===== src/rtl/satt_pkg.sv =====
package satt_pkg;

    localparam int KEY_W = 11;

    localparam logic [1:0] ACT_INSERT = 2'd0;
    localparam logic [1:0] ACT_DELETE = 2'd1;
    localparam logic [1:0] ACT_READ   = 2'd2;

    localparam logic [1:0] ST_OK    = 2'd0;
    localparam logic [1:0] ST_DUP   = 2'd1;
    localparam logic [1:0] ST_FULL  = 2'd2;
    localparam logic [1:0] ST_RANGE = 2'd3;

    typedef struct packed {
        logic [1:0] action;
        logic [4:0] alarm_hour;
        logic [5:0] alarm_minute;
        logic [3:0] entry_index;
    } cmd_t;

    typedef struct packed {
        logic [1:0] status;
        logic [4:0] entry_count;
        logic [4:0] read_hour;
        logic [5:0] read_minute;
    } result_t;

    // Broadcast from the top level to every cell in the chain.
    typedef struct packed {
        logic             ins;
        logic             del;
        logic [KEY_W-1:0] key;
    } cell_ctrl_t;

    // Position of one cell relative to the count and the delete index.
    typedef struct packed {
        logic occupied;
        logic at_count;
        logic at_or_after_idx;
    } cell_pos_t;

endpackage


===== src/rtl/sorted_alarm_time_table_core.sv =====
// Sorted alarm time table.
//
// Command channel: present an item on cmd and raise start; the item is taken
// at the rising edge where start is high and busy is low. busy stays low, so
// an item can be issued in every cycle.
// Result channel: in the cycle after an item is taken, done is high for exactly
// one cycle with the result on result. The receiver cannot stall; every
// result must be captured in its done cycle.
// Throughput: one item per cycle. An insert, delete or read is carried out by
// the chain of compare-and-shift cells, one cell per table slot, each trading
// an entry with its neighbors.
// Reset clears the entry count and the result strobe; table slots are not
// cleared and only slots below the count are ever read.
// Status: ok, duplicate ignored, table full, or index out of range. Unused
// action codes return ok with no change.
module sorted_alarm_time_table_core
    import satt_pkg::*;
#(
    parameter int CAPACITY = 16
)
(
    input  logic    clk,
    input  logic    rst_n,
    input  logic    start,
    input  cmd_t    cmd,
    output logic    busy,
    output logic    done,
    output result_t result
);

    localparam int CNT_W = $clog2(CAPACITY + 1);
    localparam int CMP_W = (CNT_W > 4) ? CNT_W : 4;
    localparam int RD_N  = (CAPACITY < 16) ? CAPACITY : 16;

    logic [CNT_W-1:0] count_reg;
    logic [CNT_W-1:0] count_next;
    logic             done_reg;
    logic             done_next;
    result_t          result_reg;
    result_t          result_next;

    logic [KEY_W-1:0] entry_w [CAPACITY];
    logic [CAPACITY-1:0] gt_w;
    logic [CAPACITY-1:0] eq_w;

    cell_ctrl_t       ctrl;
    logic             accept;
    logic [KEY_W-1:0] key;
    logic [CMP_W-1:0] idx_ext;
    logic [CMP_W-1:0] cnt_ext;
    logic             dup;
    logic             full;
    logic             idx_ok;
    logic [KEY_W-1:0] rd_entry;

    assign busy    = 1'b0;
    assign done    = done_reg;
    assign result  = result_reg;

    assign accept  = start && !busy;
    assign key     = {cmd.alarm_hour, cmd.alarm_minute};
    assign idx_ext = CMP_W'(cmd.entry_index);
    assign cnt_ext = CMP_W'(count_reg);
    assign dup     = |eq_w;
    assign full    = (count_reg == CNT_W'(CAPACITY));
    assign idx_ok  = idx_ext < cnt_ext;

    // Enable the shift only for an insert or delete that will take effect.
    assign ctrl.key = key;
    assign ctrl.ins = accept && (cmd.action == ACT_INSERT) && !dup && !full;
    assign ctrl.del = accept && (cmd.action == ACT_DELETE) && idx_ok;

    for (genvar i = 0; i < CAPACITY; i++)
    begin : g_cell
        cell_pos_t        pos;
        logic [KEY_W-1:0] left_entry;
        logic             left_gt;
        logic [KEY_W-1:0] right_entry;

        assign pos.occupied        = CMP_W'(i) < cnt_ext;
        assign pos.at_count        = CMP_W'(i) == cnt_ext;
        assign pos.at_or_after_idx = CMP_W'(i) >= idx_ext;

        if (i == 0)
        begin : g_first
            assign left_entry = key;
            assign left_gt    = 1'b0;
        end
        else
        begin : g_mid
            assign left_entry = entry_w[i-1];
            assign left_gt    = gt_w[i-1];
        end

        if (i == CAPACITY - 1)
        begin : g_last
            assign right_entry = '0;
        end
        else
        begin : g_inner
            assign right_entry = entry_w[i+1];
        end

        satt_cell u_cell (
            .clk         (clk),
            .ctrl        (ctrl),
            .pos         (pos),
            .left_entry  (left_entry),
            .left_gt     (left_gt),
            .right_entry (right_entry),
            .entry       (entry_w[i]),
            .gt          (gt_w[i]),
            .eq          (eq_w[i])
        );
    end

    // Select the read slot; the index field reaches only the first slots.
    always_comb
    begin
        rd_entry = '0;
        for (int i = 0; i < RD_N; i++)
        begin
            if (cmd.entry_index == 4'(i))
            begin
                rd_entry = entry_w[i];
            end
        end
    end

    always_comb
    begin
        count_next  = count_reg;
        done_next   = accept;
        result_next = '0;
        if (ctrl.ins)
        begin
            count_next = count_reg + CNT_W'(1);
        end
        else if (ctrl.del)
        begin
            count_next = count_reg - CNT_W'(1);
        end

        case (cmd.action)
            ACT_INSERT:
            begin
                if (dup)
                begin
                    result_next.status = ST_DUP;
                end
                else if (full)
                begin
                    result_next.status = ST_FULL;
                end
                else
                begin
                    result_next.status = ST_OK;
                end
            end
            ACT_DELETE:
            begin
                result_next.status = idx_ok ? ST_OK : ST_RANGE;
            end
            ACT_READ:
            begin
                if (idx_ok)
                begin
                    result_next.status      = ST_OK;
                    result_next.read_hour   = rd_entry[KEY_W-1:6];
                    result_next.read_minute = rd_entry[5:0];
                end
                else
                begin
                    result_next.status = ST_RANGE;
                end
            end
            default:
            begin
                result_next.status = ST_OK;
            end
        endcase
        result_next.entry_count = 5'(count_next);
    end

    always_ff @(posedge clk or negedge rst_n)
    begin
        if (!rst_n)
        begin
            count_reg <= '0;
            done_reg  <= 1'b0;
        end
        else
        begin
            done_reg <= done_next;
            if (accept)
            begin
                count_reg <= count_next;
            end
        end
    end

    // Hold the result payload; only the strobe needs a reset.
    always_ff @(posedge clk)
    begin
        if (accept)
        begin
            result_reg <= result_next;
        end
    end

endmodule


===== src/rtl/satt_cell.sv =====
module satt_cell
    import satt_pkg::*;
(
    input  logic             clk,
    input  cell_ctrl_t       ctrl,
    input  cell_pos_t        pos,
    input  logic [KEY_W-1:0] left_entry,
    input  logic             left_gt,
    input  logic [KEY_W-1:0] right_entry,
    output logic [KEY_W-1:0] entry,
    output logic             gt,
    output logic             eq
);

    logic [KEY_W-1:0] entry_reg;
    logic [KEY_W-1:0] entry_next;

    assign entry = entry_reg;
    assign gt    = pos.occupied && (entry_reg > ctrl.key);
    assign eq    = pos.occupied && (entry_reg == ctrl.key);

    always_comb
    begin
        entry_next = entry_reg;
        if (ctrl.ins)
        begin
            // Shift up when the left neighbor moves out of the way of the key.
            if (left_gt)
            begin
                entry_next = left_entry;
            end
            else if (gt || pos.at_count)
            begin
                entry_next = ctrl.key;
            end
        end
        else if (ctrl.del)
        begin
            // Close the gap: take the right neighbor from the deleted slot on.
            if (pos.occupied && pos.at_or_after_idx)
            begin
                entry_next = right_entry;
            end
        end
    end

    always_ff @(posedge clk)
    begin
        entry_reg <= entry_next;
    end

endmodule


===== config.mk =====
export PLATFORM = sky130hd
export DESIGN_NAME = sorted_alarm_time_table_core
export DESIGN_NICKNAME = d
export VERILOG_FILES = /design/src/rtl/satt_pkg.sv /design/src/rtl/sorted_alarm_time_table_core.sv /design/src/rtl/satt_cell.sv
export SDC_FILE = /design/constraint.sdc
export NUM_CORES = 1
export LEC_CHECK = 0
export ABC_AREA = 1
export BUFFER_PORTS_ARGS = -buffer_cell sky130_fd_sc_hd__buf_2
export CORE_AREA = 2 2 324 230
export CTS_CLUSTER_SIZE = 40
export DETAILED_ROUTE_END_ITERATION = 6
export DIE_AREA = 0 0 326 232
export HOLD_SLACK_MARGIN = 0.08
export PLACE_DENSITY = 0.48
export SYNTH_ARGS = -nofsm -noshare
export SYNTH_HDL_FRONTEND = slang
export SYNTH_SLANG_ARGS = --single-unit

===== constraint.sdc =====
create_clock -name clk -period 6.4 [get_ports clk]
set_input_delay 0.64 -clock clk [delete_from_list [all_inputs] [get_ports clk]]
set_output_delay 0.64 -clock clk [all_outputs]
set_load 0.02 [all_outputs]

==> Yosys cells after proc, flatten, opt, wreduce, memory -nomap -nowiden <==
Index checks and enable logic that the tools add are counted.
{ "op_classes": {"order_cmp": 49, "muxes": 101, "addsub": 2, "reduce_logical": 110, "n_eq_ne": 65} }
{ "ops": {"columns": ["operator", "n"], "rows": [
  ["$mux 11", 95],
  ["$eq 11x11->1", 16],
  ["$gt 11x11->1", 16],
  ["$logic_and 1x1->1", 53],
  ["$reduce_and 3->1", 16],
  ["$ne 3x1->1 const B", 15],
  ["$eq 4x5->1 const A", 8],
  ["$lt 4x5->1 const A", 8],
  ["$reduce_bool 2->1", 17],
  ["$eq 4x4->1 const B", 8],
  ["$ge 4x4->1 const A", 8],
  ["$eq 3x5->1 const A", 4],
  ["$lt 3x5->1 const A", 4],
  ["$eq 4x3->1 const B", 4],
  ["$ge 3x4->1 const A", 4],
  ["$logic_or 1x1->1", 16],
  ["$reduce_or 16->1", 1],
  ["$eq 2x5->1 const A", 2],
  ["$lt 1x5->1 const A", 2],
  ["$lt 2x5->1 const A", 2],
  ["$mux 5", 2],
  ["$eq 4x2->1 const B", 2],
  ["$ge 1x4->1 const A", 2],
  ["$ge 2x4->1 const A", 2],
  ["17 further kinds", 20]
]} }
{ "totals": {"input_bits": 20, "ff_bits": 200} }

==> Depth between registers and ports, before layout <==
{ "depth": {"depth_word": 17, "ltp_mapped": 17, "mapped_depth_nobuf": 15} }

==> Hierarchy <==
A second synthesis with hierarchy kept.
{ "unflattened": {"cells_unflattened": 2605, "area_unflattened_um2": 18163.7} }
{ "modules_own_cells": {"columns": ["mod", "area_each_um2", "cells_per_inst", "n_inst"], "rows": [
  ["satt_cell", 925.9, 128, 16],
  ["sorted_alarm_time_table_core", 3349.5, 557, 1]
]} }

==> Worst setup path after synthesis <==
Ideal clock, no wire load.
{ "synth_timing": {"path_kind": "input to register", "from": "in cmd[13] in the netlist's numbering", "to": "reg g_cell[9].u_cell.entry_reg[0], enable pin", "required_ps": 6022, "t_arrival_ps": 2920, "path_buffers": 1, "path_slack_ps": 3102, "stages": 13, "cell_sequence": "inv_1 ha_1 and3_1 nand3b_1 o21ai_1 nor2_1 nand2_1 nor2_2 nand3_2 buf_2 nand2_1 nand2_1 nor2_1"} }
{ "synth_between": {"elab_chain_cells": 8, "elab_cells_between_ends": 45, "cone_classes": "order compare (2); eq/ne (17); reduce/logical (26)"} }
{ "synth_rtl": {"columns": ["item", "line_no", "text"], "rows": [
  ["start: declaration", "sorted_alarm_time_table_core.sv:25", "input cmd_t cmd,"],
  ["$eq 11x11->1", "satt_cell.sv:20", "assign eq = pos.occupied && (entry_reg == ctrl.key);"],
  ["$logic_and 1x1->1", "satt_cell.sv:20", null],
  ["$reduce_or 16->1", "sorted_alarm_time_table_core.sv:64", "assign dup = |eq_w;"],
  ["$logic_not 1->1", "sorted_alarm_time_table_core.sv:70", "assign ctrl.ins = accept && (cmd.action == ACT_INSERT) && !dup && !full;"],
  ["$logic_and 1x1->1 (2 in a row)", "sorted_alarm_time_table_core.sv:70", null],
  ["$ne 3x1->1 (no source line) / $reduce_bool 2->1 (equally long branches)", null, null],
  ["$reduce_and 3->1 (no source line) (*)", null, null],
  ["end signal: assignment", "satt_cell.sv:49", "entry_reg <= entry_next;"],
  ["end: declaration", "satt_cell.sv:15", "logic [KEY_W-1:0] entry_reg;"]
]} }
Mark *: on every way between the ends. The rest lies on a longest branch, timed or not.
A chain may end at the register's enable or synchronous reset.

==> Final worst setup path <==
{ "layout_timing": {"from": "in cmd[12] in the netlist's numbering", "to": "reg g_cell[2].u_cell.entry_reg[3], enable pin"} }
{ "layout_between": {"elab_chain_cells": 8, "elab_cells_between_ends": 45, "cone_classes": "order compare (2); eq/ne (17); reduce/logical (26)"} }
{ "layout_rtl": {"columns": ["item", "line_no"], "rows": [
  ["$eq 11x11->1", "satt_cell.sv:20"],
  ["$logic_and 1x1->1", "satt_cell.sv:20"],
  ["$reduce_or 16->1", "sorted_alarm_time_table_core.sv:64"],
  ["$logic_not 1->1", "sorted_alarm_time_table_core.sv:70"],
  ["$logic_and 1x1->1 (2 in a row)", "sorted_alarm_time_table_core.sv:70"],
  ["$ne 3x1->1 (no source line) / $reduce_bool 2->1 (equally long branches)", null],
  ["$reduce_and 3->1 (no source line) (*)", null],
  ["end signal: assignment", "satt_cell.sv:49"],
  ["end: declaration", "satt_cell.sv:15"]
]} }
Marked as above.

==> qor.yml <==
worst_pin_slew_ns: 1.07
ys_seq_area_frac: 0.346
path_max_fanout: 44
pre_cts_ws_ns: 1.27
synth_edf_count: 194
critical_path_required_ns: 6.52
power_leakage_uw: 0.00885
tritoncts: "built"
hold_path_class: "input port to asynchronous set/reset pin"
start_util: 0.238
vdd.ir_drop.worst_v: 0.000226
dr.pass1.iters: 6
r2r.worst_path.cells: 13
ff_latch_area_um2: 5980
clk_pin_slew_ns: 0.09
path_class: "input port to flop"
final_common_cell: "nand2_1"
cts_root_buffer: "clkbuf_16"
slowest_delay_ns: 0.81
fin_ws_ns: 1.69
cts.sinks: 200
place_congestion: 0.900
clock.fmax_mhz: 212
portBuffers: 38
place_hpwl_um: 54800
grt_max_degree: 88
share_comb_of_total_power: 0.403
largest_reg_flops: 176
antenna_left: 0
status: "finished, final reports clean"
antenna_found_initial: 2
switching_share: 0.449
drt-total-wl_um: 72700
clk_path_buf_depth: 2
synth-seq-cells: 200
rr_endpoint: "g_cell[2].u_cell.entry[3]"
hold_viol: 0
synthCells: 2462
die_w_um: 326
htree_num_levels: 4
worst_setup_path_end_kind: "flop"
slew_violations: 0
fin_total_pwr_uw: 4920
fin_crit_sh: 0.736
final_cell_mix: "nand2_1 (1028), nor2_1 (229), edfxtp_1 (194)"
rsz0062_at_grt: "false"
synth_cell_types: 41
coreArea_um2: 72600
areaGrowthSynthToFinish_pct: 11.0
drcViolationCount: 0
fin_crit_ns: 4.71
clk_latency_ns: 0.49
clkPwrFrac: 0.238
path_delay_family: "simple AND/OR/NAND/NOR gates"
pin_count: 40
r2r-start: "cnt_ext[4]"
setup-violations-final: 0
switchingPower_uw: 2210
die_y_um: 232
final_net_count: 2673
post_cts_resized: 0
grt_pass1_wl_um: 107000
max_cap_violations: 0
drive_above_1_share: 0.0545
viasPerCell: 4.99
async_flop_share: 0.0300
reg2reg_slack_ns: 1.81
syn_nets: 2670
internal-power_uw: 2710
vias: 17200
grt_pass1_vias: 16000
drt-initial-drc-count: 2275
path_buf_inv: 4
whs_ns: 0.504
cp.arrival_ns: 4.83
rows: 83
die_area_um2: 75600
dpl_cell_area_um2: 18600
multi_input_area_um2: 10200
synthesis.area_um2: 17300
fin_skew_ns: 0.0137
avgSynthCellArea_um2: 7.02
diodes: 0
yosysWarnings: 0
powerDensity_nw_per_um2: 256
slew_headroom: 0.282
cp_cell_sequence: "buf_2 -> inv_1 -> buf_4 -> ha_1 -> and3_1 -> nand3b_1 -> o21ai_1 -> nor2_1 -> nand2_1 -> nor2_2 -> nand3_4 -> o21ai_0 -> inv_1 -> nor2_1"
numCtsBuffers: 17
startpoint_type: "input port"
finish.instance_area_um2: 19200
ys.flop_type: "edfxtp_1"
n_fill_cell: 8110
setup_tns_ns: 0
cp_slowest_cell: "nor2_1"
wire_per_inst_um: 21.0
grt_use_total: 0.191
seq_power_share: 0.359
grt_overflow_total: 0
[worst max path at each step]
stage	startpoint	end	slack (ns)	depth (start not counted)
2_1_floorplan	cmd[13]	g_cell[9].u_cell.entry[0]	3.10	13
3_3_place_gp	cmd[12]	g_cell[1].u_cell.entry[0]	1.35	14
3_5_place_dp	cmd[12]	g_cell[14].u_cell.entry[0]	1.27	14
4_1_cts	cmd[12]	g_cell[14].u_cell.entry[3]	1.77	14
5_1_grt	cmd[12]	g_cell[15].u_cell.entry[2]	1.50	14
6_report	cmd[12]	g_cell[2].u_cell.entry[3]	1.69	14
[synthesized netlist by cell type (11+ instances only)]
master	number	area, um^2
nor2_1	230	863
nand4_1	77	482
edfxtp_1	194	5830
o21ai_1	83	415
nand2_1	1028	3860
o2111ai_1	17	149
a21oi_1	104	521
nand3_1	99	495
a211oi_1	11	82.6
clkbuf_1	64	240
inv_1	155	582
buf_4	12	90.1
buf_2	18	90.1
ha_1	188	2350
o21ai_0	91	455
[cell families after synthesis]
kind of cell | after synthesis | share of synthesized area
other cells | 1 | 0.000217
flops | 200 | 0.346
fa+ha+maj | 188 | 0.136
buf+inv | 269 | 0.0669
simple gates | 1472 | 0.344
xor+xnor | 6 | 0.00304
compound gates | 326 | 0.103
[per-layer routing]
metal,share of wire,vias to the layer above,global-route usage
met4,0.013,4,0.0361
met1,0.52,8090,0.314
li1,-,8247,-
met3,0.11,54,0.0524
met2,0.35,835,0.236
met5,0.00037,-,0
[through the flow]
| step | std cells | utilization |
|---|---|---|
| floorplan | 2462 | - |
| global placement | 3422 | 0.256 |
| detailed placement | 3422 | 0.256 |
| CTS | 3455 | 0.264 |
| global route | 3455 | 0.264 |
| finish | 3455 | 0.264 |
[final cells by class]
class	instances	area share
Multi-Input combinational cell	1993	0.530
Timing Repair Buffer	88	0.0309
Clock buffer	19	0.0248
Sequential cell	200	0.312
Clock inverter	13	0.00659
Tap cell	977	0.0637
Inverter	165	0.0328
[power groups by stage]
stage / clock network [uW] / registers, uW / logic (uW)
floorplan: 0 / 1720 / 1280
global placement: 0 / 1790 / 1930
detailed placement: 0 / 1790 / 1920
CTS: 1190 / 1760 / 1930
global route: 1240 / 1780 / 2200
finish: 1170 / 1760 / 1980
[what timing repair did]
item	CTS	global route
setup buffers	0	0
hold buffers	1	0
endpoints found under the hold margin	6	0
(Power assumes the default switching activity.)
